$ cat src/sv/wtb_pkg.sv
// ----------------------------------------------------------------------------
// Wraparound trace buffer package
// Shared sizes, operation codes and transaction payload types.
// ----------------------------------------------------------------------------
package wtb_pkg;

    // Number of entries in the capture memory.
    localparam int DEPTH = 32;

    // Field widths.
    localparam int OP_W     = 2;
    localparam int OFFSET_W = 32;
    localparam int STATUS_W = 8;
    localparam int LIVE_W   = 6;
    localparam int CNT_W    = 32;

    // Derived sizes.
    localparam int ADDR_W = $clog2(DEPTH);
    localparam int DATA_W = OFFSET_W + STATUS_W;

    // Operation codes.
    localparam logic [OP_W-1:0] OP_RECORD = 2'd0;
    localparam logic [OP_W-1:0] OP_CLEAR  = 2'd1;
    localparam logic [OP_W-1:0] OP_DUMP   = 2'd2;

    // Result kinds.
    localparam logic KIND_HEADER = 1'b0;
    localparam logic KIND_ENTRY  = 1'b1;

    typedef struct packed {
        logic [OP_W-1:0]            operation;
        logic signed [OFFSET_W-1:0] offset_in;
        logic [STATUS_W-1:0]        status_in;
    } t_in_item;

    typedef struct packed {
        logic                       record_kind;
        logic signed [OFFSET_W-1:0] sample_offset;
        logic [STATUS_W-1:0]        sample_status;
        logic [LIVE_W-1:0]          live_entries;
        logic [CNT_W-1:0]           overwrite_total;
        logic [CNT_W-1:0]           records_seen;
        logic                       last_item;
    } t_out_item;

endpackage

$ cat src/sv/wtb_chan_if.sv
// ----------------------------------------------------------------------------
// Wraparound trace buffer channels
// Valid/ready channels for the input items and the result items.
// ----------------------------------------------------------------------------
interface wtb_in_if import wtb_pkg::*; ();
    logic     valid;
    logic     ready;
    t_in_item data;

    modport source (output valid, output data, input ready);
    modport sink (input valid, input data, output ready);
endinterface

interface wtb_out_if import wtb_pkg::*; ();
    logic      valid;
    logic      ready;
    t_out_item data;

    modport source (output valid, output data, input ready);
    modport sink (input valid, input data, output ready);
endinterface

$ cat src/sv/wtb_ram.sv
// ----------------------------------------------------------------------------
// Wraparound trace buffer RAM
// Simple dual-port synchronous RAM with one write port and a registered read.
// ----------------------------------------------------------------------------
module wtb_ram #(
    parameter int WIDTH = 8,
    parameter int DEPTH = 16
) (
    input  logic                     i_clk,
    input  logic                     i_we,
    input  logic [$clog2(DEPTH)-1:0] i_waddr,
    input  logic [WIDTH-1:0]         i_wdata,
    input  logic                     i_re,
    input  logic [$clog2(DEPTH)-1:0] i_raddr,
    output logic [WIDTH-1:0]         o_rdata
);

    logic [WIDTH-1:0] r_mem [DEPTH];
    logic [WIDTH-1:0] r_rdata;

    // Write port.
    always_ff @(posedge i_clk) begin
        if (i_we) begin
            r_mem[i_waddr] <= i_wdata;
        end
    end

    // Read port: the data holds until the next read.
    always_ff @(posedge i_clk) begin
        if (i_re) begin
            r_rdata <= r_mem[i_raddr];
        end
    end

    assign o_rdata = r_rdata;

endmodule

$ cat src/sv/wraparound_trace_buffer.sv
// ----------------------------------------------------------------------------
// Wraparound trace buffer
// Records offset samples with their status byte into a circular memory and
// plays the live entries back, oldest first, on a dump request.
// ----------------------------------------------------------------------------
// Record and clear transactions are taken at one per cycle when no dump stalls
// the input, and give no result. A dump raises a pending header, loaded into
// the output register once free, then one entry per cycle from the memory read
// port unless the output is held back; input stalls until the last entry is loaded.
// Reset clears the head, both counters and the dump control; the sample memory
// is not cleared and is only ever read at entries written since the last clear.
// ----------------------------------------------------------------------------
module wraparound_trace_buffer import wtb_pkg::*; (
    input  logic      i_clk,
    input  logic      i_rst_n,
    wtb_in_if.sink    i_in,
    wtb_out_if.source o_out
);

    // Buffer state and dump sequencer.
    logic [ADDR_W-1:0] r_head, n_head;
    logic [CNT_W-1:0]  r_rec_cnt, n_rec_cnt;
    logic [CNT_W-1:0]  r_ovw_cnt, n_ovw_cnt;
    logic [LIVE_W-1:0] r_live, n_live;
    logic [LIVE_W-1:0] r_left, n_left;
    logic [ADDR_W-1:0] r_rd_idx, n_rd_idx;
    logic              r_hdr_pend, n_hdr_pend;
    logic              r_pend, n_pend;
    logic              r_pend_last, n_pend_last;
    logic              r_out_valid, n_out_valid;
    t_out_item         r_out, n_out;

    logic              busy;
    logic              in_accept;
    logic              out_free;
    logic              mv_hdr;
    logic              mv_entry;
    logic              rd_issue;
    logic              ram_we;
    logic              full;
    logic [LIVE_W-1:0] live_now;
    logic [DATA_W-1:0] ram_rdata;

    // Handshake and control decode.
    assign busy      = r_hdr_pend || (r_left != '0) || r_pend;
    assign i_in.ready = !busy;
    assign in_accept = i_in.valid && !busy;
    assign out_free  = !r_out_valid || o_out.ready;
    assign mv_hdr    = r_hdr_pend && out_free;
    assign mv_entry  = r_pend && out_free && !r_hdr_pend;
    assign rd_issue  = (r_left != '0) && (!r_pend || mv_entry);
    assign ram_we    = in_accept && (i_in.data.operation == OP_RECORD);
    assign full      = r_rec_cnt >= CNT_W'(DEPTH);
    assign live_now  = full ? LIVE_W'(DEPTH) : r_rec_cnt[LIVE_W-1:0];

    // Sample memory: offset and status side by side.
    wtb_ram #(
        .WIDTH(DATA_W),
        .DEPTH(DEPTH)
    ) u_store (
        .i_clk  (i_clk),
        .i_we   (ram_we),
        .i_waddr(r_head),
        .i_wdata({i_in.data.offset_in, i_in.data.status_in}),
        .i_re   (rd_issue),
        .i_raddr(r_rd_idx),
        .o_rdata(ram_rdata)
    );

    // Next-state logic for the counters, the dump run and the output register.
    always_comb begin
        n_head      = r_head;
        n_rec_cnt   = r_rec_cnt;
        n_ovw_cnt   = r_ovw_cnt;
        n_live      = r_live;
        n_left      = r_left;
        n_rd_idx    = r_rd_idx;
        n_hdr_pend  = r_hdr_pend;
        n_pend      = r_pend;
        n_pend_last = r_pend_last;
        n_out_valid = r_out_valid;
        n_out       = r_out;

        if (in_accept) begin
            unique case (i_in.data.operation)
                OP_RECORD: begin
                    n_head = (r_head == ADDR_W'(DEPTH - 1)) ? '0 : r_head + 1'b1;
                    if (r_rec_cnt != '1) begin
                        n_rec_cnt = r_rec_cnt + 1'b1;
                    end
                    if (full && (r_ovw_cnt != '1)) begin
                        n_ovw_cnt = r_ovw_cnt + 1'b1;
                    end
                end
                OP_CLEAR: begin
                    n_head    = '0;
                    n_rec_cnt = '0;
                    n_ovw_cnt = '0;
                end
                OP_DUMP: begin
                    n_hdr_pend = 1'b1;
                    n_live     = live_now;
                    n_left     = live_now;
                    n_rd_idx   = full ? r_head : '0;
                end
                default: begin
                end
            endcase
        end

        // Output register drains when the sink takes the transaction.
        if (o_out.ready) begin
            n_out_valid = 1'b0;
        end

        // Header goes out first.
        if (mv_hdr) begin
            n_hdr_pend                = 1'b0;
            n_out_valid               = 1'b1;
            n_out.record_kind         = KIND_HEADER;
            n_out.sample_offset       = '0;
            n_out.sample_status       = '0;
            n_out.live_entries        = r_live;
            n_out.overwrite_total     = r_ovw_cnt;
            n_out.records_seen        = r_rec_cnt;
            n_out.last_item           = (r_live == '0);
        end

        // A read entry moves from the memory port into the output register.
        if (mv_entry) begin
            n_pend                    = 1'b0;
            n_out_valid               = 1'b1;
            n_out.record_kind         = KIND_ENTRY;
            n_out.sample_offset       = ram_rdata[DATA_W-1:STATUS_W];
            n_out.sample_status       = ram_rdata[STATUS_W-1:0];
            n_out.live_entries        = r_live;
            n_out.overwrite_total     = r_ovw_cnt;
            n_out.records_seen        = r_rec_cnt;
            n_out.last_item           = r_pend_last;
        end

        // Next memory read walks towards the newest entry.
        if (rd_issue) begin
            n_pend      = 1'b1;
            n_pend_last = (r_left == LIVE_W'(1));
            n_left      = r_left - 1'b1;
            n_rd_idx    = (r_rd_idx == ADDR_W'(DEPTH - 1)) ? '0 : r_rd_idx + 1'b1;
        end
    end

    // Control registers.
    always_ff @(posedge i_clk) begin
        if (!i_rst_n) begin
            r_head      <= '0;
            r_rec_cnt   <= '0;
            r_ovw_cnt   <= '0;
            r_left      <= '0;
            r_hdr_pend  <= 1'b0;
            r_pend      <= 1'b0;
            r_out_valid <= 1'b0;
        end else begin
            r_head      <= n_head;
            r_rec_cnt   <= n_rec_cnt;
            r_ovw_cnt   <= n_ovw_cnt;
            r_left      <= n_left;
            r_hdr_pend  <= n_hdr_pend;
            r_pend      <= n_pend;
            r_out_valid <= n_out_valid;
        end
    end

    // Payload registers.
    always_ff @(posedge i_clk) begin
        r_live      <= n_live;
        r_rd_idx    <= n_rd_idx;
        r_pend_last <= n_pend_last;
        r_out       <= n_out;
    end

    assign o_out.valid = r_out_valid;
    assign o_out.data  = r_out;

    // The memory is never written while a dump run is reading it.
    a_no_write_in_dump: assert property (@(posedge i_clk) disable iff (!i_rst_n)
        ram_we |-> !r_pend && (r_left == '0) && !r_hdr_pend)
        else $error("memory write during a dump run");

    // Remaining reads never exceed the entries of the run.
    a_left_bounded: assert property (@(posedge i_clk) disable iff (!i_rst_n)
        (r_left != '0) |-> (r_left <= r_live) && (r_live <= LIVE_W'(DEPTH)))
        else $error("dump read count out of range");

    // The final entry of a run leaves no reads behind.
    a_last_drains: assert property (@(posedge i_clk) disable iff (!i_rst_n)
        (mv_entry && r_pend_last) |-> (r_left == '0) && !rd_issue)
        else $error("last result with entries still pending");

    // An accepted dump always raises its header next.
    a_dump_header: assert property (@(posedge i_clk) disable iff (!i_rst_n)
        (in_accept && (i_in.data.operation == OP_DUMP)) |=> r_hdr_pend)
        else $error("dump accepted without header");

    // A waiting header is loaded as soon as the output register is free.
    a_header_first: assert property (@(posedge i_clk) disable iff (!i_rst_n)
        (r_hdr_pend && out_free) |=> (r_out_valid && (r_out.record_kind == KIND_HEADER)))
        else $error("header not loaded ahead of the entries");

endmodule

$ cat src/flat_wrapper.sv
// flat-port wrapper written by rule: the top's interface ports become plain ports
module wraparound_trace_buffer_flat import wtb_pkg::*;
  (i_clk, i_rst_n, i_in_valid, i_in_data, i_in_ready, o_out_valid, o_out_data, o_out_ready);
  wtb_in_if i_in_i ();
  wtb_out_if o_out_i ();
  input  logic i_clk;
  input  logic i_rst_n;
  input wire logic [$bits(i_in_i.valid)-1:0] i_in_valid;
  input wire logic [$bits(i_in_i.data)-1:0] i_in_data;
  output wire logic [$bits(i_in_i.ready)-1:0] i_in_ready;
  output wire logic [$bits(o_out_i.valid)-1:0] o_out_valid;
  output wire logic [$bits(o_out_i.data)-1:0] o_out_data;
  input wire logic [$bits(o_out_i.ready)-1:0] o_out_ready;
  assign i_in_i.valid = i_in_valid;
  assign i_in_i.data = i_in_data;
  assign i_in_ready = i_in_i.ready;
  assign o_out_valid = o_out_i.valid;
  assign o_out_data = o_out_i.data;
  assign o_out_i.ready = o_out_ready;
  wraparound_trace_buffer u_core (.i_clk(i_clk), .i_rst_n(i_rst_n), .i_in(i_in_i), .o_out(o_out_i));
endmodule
$ cat config.mk
export PLATFORM = sky130hd
export DESIGN_NAME = wraparound_trace_buffer_flat
export DESIGN_NICKNAME = d
export VERILOG_FILES = /design/src/sv/wtb_pkg.sv /design/src/sv/wtb_chan_if.sv /design/src/sv/wtb_ram.sv /design/src/sv/wraparound_trace_buffer.sv /design/src/flat_wrapper.sv
export SDC_FILE = /design/constraint.sdc
export NUM_CORES = 2
export LEC_CHECK = 0
export ABC_AREA = 1
export BUFFER_PORTS_ARGS = -buffer_cell sky130_fd_sc_hd__buf_4
export CORE_ASPECT_RATIO = 1.25
export CORE_UTILIZATION = 35
export CTS_CLUSTER_SIZE = 28
export DETAILED_ROUTE_END_ITERATION = 16
export GPL_TIMING_DRIVEN = 0
export PLACE_DENSITY_LB_ADDON = 0.3
export SLEW_MARGIN = 25
export SYNTH_ARGS = -nofsm -noshare
export SYNTH_HDL_FRONTEND = slang
export SYNTH_SLANG_ARGS = --single-unit
$ cat constraint.sdc
create_clock -name i_clk -period 8.69 [get_ports i_clk]
set_input_delay 0 -clock i_clk [delete_from_list [all_inputs] [get_ports i_clk]]
set_output_delay 0 -clock i_clk [all_outputs]
set_load 0.03 [all_outputs]
==> metrics <==
worst hold path depth=4; CTS buffer count=153; Via density=5.22; Max H-tree Level=4; Detailed Routing Iterations Pass 1=7; row count=170; final period utilization=45.0%; hold path endpoint=u_core.r_rec_cnt[8]; WL final=182000 um; root buffer cell=clkbuf_16; DIE WIDTH=374 um; worst flop-to-flop path startpoint=u_core.r_left[0]; Syn Inst Count=4780; setup ws final=4.78 ns; core area=172000 um^2; Synth cell types=40; Max Freq=256 MHz; antenna viol nets, final=0; Post-DP HPWL=120000 um; Tightest Pin Transition=roughly 1.1 ns; hold crit path type=in -> reg; Startpoint Class=flip-flop; cell taking the most area after synthesis=edfxtp_1; P_leak=25.0 nW; GRT overflow=0; Power Density=around 310 nW/um^2; share of cells above drive strength 1=between 10% and 20%; Post-synth EDFFs=1443; global-route wire length before repair=between 200000 and 300000 um; Crit. End Element=flip-flop; Final Hold Fails=0; dominant synthesized flop cell=edfxtp_1; vias in the first global route=38000; initial antenna violation count=5; setup TNS=0 ns; Clock Tree Buf Depth=3; GRT Overall Usage=20.4%; Worst R2R End=u_core.u_store.r_mem[28][13]; die area=approximately 170000 um^2; buffers added on ports=159; Synth Cell Area=60600 um^2; WS Path Type=reg -> reg; yosys warns=0; crit path max fanout=16; synth top area cells=edfxtp_1 72%, nand2_1 5.9%, nor2_1 3.2%; max_cap viols=0; Layout Nets=5271; top-area cell type share of the netlist area=a little under three quarters; slew margin rel.=23.4%; I/O pins=160; Peak supply drop=268 uV; Post-synth top cells=1443 x edfxtp_1, 947 x nand2_1, 520 x nor2_1; vias post-DR=39500; sequential cell area fraction in the yosys report=74.1%; syn avg cell area=12.7 um^2; initial drt markers=4157; Final Setup Violations=0; status=completed; skew final=roughly 0.027 ns; Starting Density=35.3%; clock latency on the worst-skew pair=0.81 ns; slack of the worst reg-to-reg path=4.78 ns; hold path startpoint=i_rst_n; largest net degree at the start of global routing=58; Util after Layout=41.7%; count of clock tree sinks=1522; TritonCTS clock tree=built; CTS clk-pin slew, worst paths=0.06 ns; Post-synth ARST share=0%; Synth Register Bits=1522; CTS resizes=0; Post-CTS Setup Bufs=0; area occupied by multi-input gates=13900 um^2; Syn Nets=approximately 4800; FF/Latch Area=44900 um^2; P&R area growth vs syn=18.3%; Worst EP required=9.18 ns; worst slack at placement=between 5 and 6 ns; Reg2Reg Depth=13; Final min period=3.91 ns; Fillers=15800; DRC Markers=0; Placer Congestion=0.883; critical path arrival=4.40 ns; RSZ-0062 raised after global routing=false; most common cell in the synthesized netlist=edfxtp_1; Final Max Tran Viols=0; Die Ht=467 um; Avg WL per Cell=24.0 um
==> metal layers <==
layer / track usage, % / vias up / share of wire, %
met4: 9.00 / 0 / 4.2
met3: 3.10 / 312 / 7.4
li1: - / 18000 / -
met1: 26.5 / 19500 / 41
met2: 33.9 / 1684 / 48
met5: 0 / - / 0
==> area by class of cell <==
type                            instances  share of cell area [%]
Tap cell                             2236                    3.90
Sequential cell                      1522                    62.7
Timing Repair Buffer                  277                    4.57
Multi-Input combinational cell       2793                    19.4
Clock buffer                          201                    5.78
Inverter                              202                    1.07
Buffer                                263                    1.75
Antenna cell                            1                 0.00349
Clock inverter                         71                   0.819
==> worst max path at each step <==
stage / from / slack, ns / endpoint
final: u_core.r_left[0] / 4.78 / u_core.u_store.r_mem[28][13]
after global routing: u_core.r_left[0] / 4.58 / u_core.u_store.r_mem[28][13]
after CTS: u_core.r_left[0] / 4.75 / u_core.u_store.r_mem[28][15]
after detailed placement: u_core.r_rd_idx[1] / 5.17 / u_core.u_store.o_rdata[16]
after global placement: u_core.r_left[0] / 2.46 / u_core.u_store.r_mem[23][20]
after floorplan: u_core.o_out.valid / 4.69 / u_core.o_out.data[0]
==> state kept, by name (all words and copies together) (netlist names) <==
| name | count |
|---|---|
| u_core.u_store.r_mem | 1280 |
| u_core.o_out.data | 112 |
| u_core.u_store.o_rdata | 40 |
| u_core.r_ovw_cnt | 32 |
| u_core.r_rec_cnt | 32 |
| u_core.r_left | 6 |
| u_core.r_live | 6 |
| u_core.r_head | 5 |
| u_core.r_rd_idx | 5 |
| u_core.o_out.valid | 1 |
| u_core.r_hdr_pend | 1 |
| u_core.r_pend | 1 |
| u_core.r_pend_last | 1 |
==> critical path, stage by stage (launching register included) <==
cell	delay, ns
dfxtp_1	0.31
inv_1	0.12
ha_1	0.16
nand2_1	0.08
nor2_4	0.17
nand3_4	0.13
nor2_8	0.09
dlygate4sd3_1	0.81
inv_2	0.19
nor2_8	0.17
nand2_2	0.29
nor2_4	0.57
buf_16	0.26
buf_12	0.20
==> power breakdown <==
group | internal [mW] | switching (mW) | total, mW
clock network | 3.57 | 2.79 | 6.37
registers | 8.57 | 0.146 | 8.72
logic | 2.00 | 5.39 | 7.39
total | 14.1 | 8.33 | 22.5
==> placed cells by master, fill, tap and decap left out, drive strengths merged, types with 7 or more instances in the layout <==
master,n
nor3,14
inv,210
a21oi,270
o22ai,120
buf,363
dlygate4sd3,49
nand2,954
dfxtp,79
o211ai,121
edfxtp,1443
clkinv,55
xor2,11
clkbuf,329
o21ai,380
nand3,193
ha,13
nand4,14
bufinv,7
mux2i,160
nor2,530
==> cells by family (layout without fill, tap and decap cells) <==
kind of cell,after synthesis,after routing,share of synthesized area [%]
buffers and inverters,465,1014,3.31
XOR/XNOR,12,12,0.173
multiplexers,160,160,2.64
adder cells (fa/ha/maj),13,13,0.268
AO/OA/AOI/OAI,897,897,8.19
AND/OR/NAND/NOR,1711,1711,11.3
other,0,1,0
flip-flops,1522,1522,74.1
==> repair_timing <==
item,CTS,global route
hold endpoints to repair,1364,0
setup endpoints to repair,0,0
hold buffers,49,0
==> through the flow <==
stage	power [mW]	cells	cell area, um^2	hold slack (ns)
after global placement	16.1	7175	64600	0.386
after floorplan	13.1	4780	60600	0.0989
final	22.5	7566	71700	0.160
after global routing	23.4	7566	71700	0.197
after detailed placement	16.2	7244	66500	0.393
after CTS	22.5	7565	71700	0.110
Power figures use the tool's default switching activity.
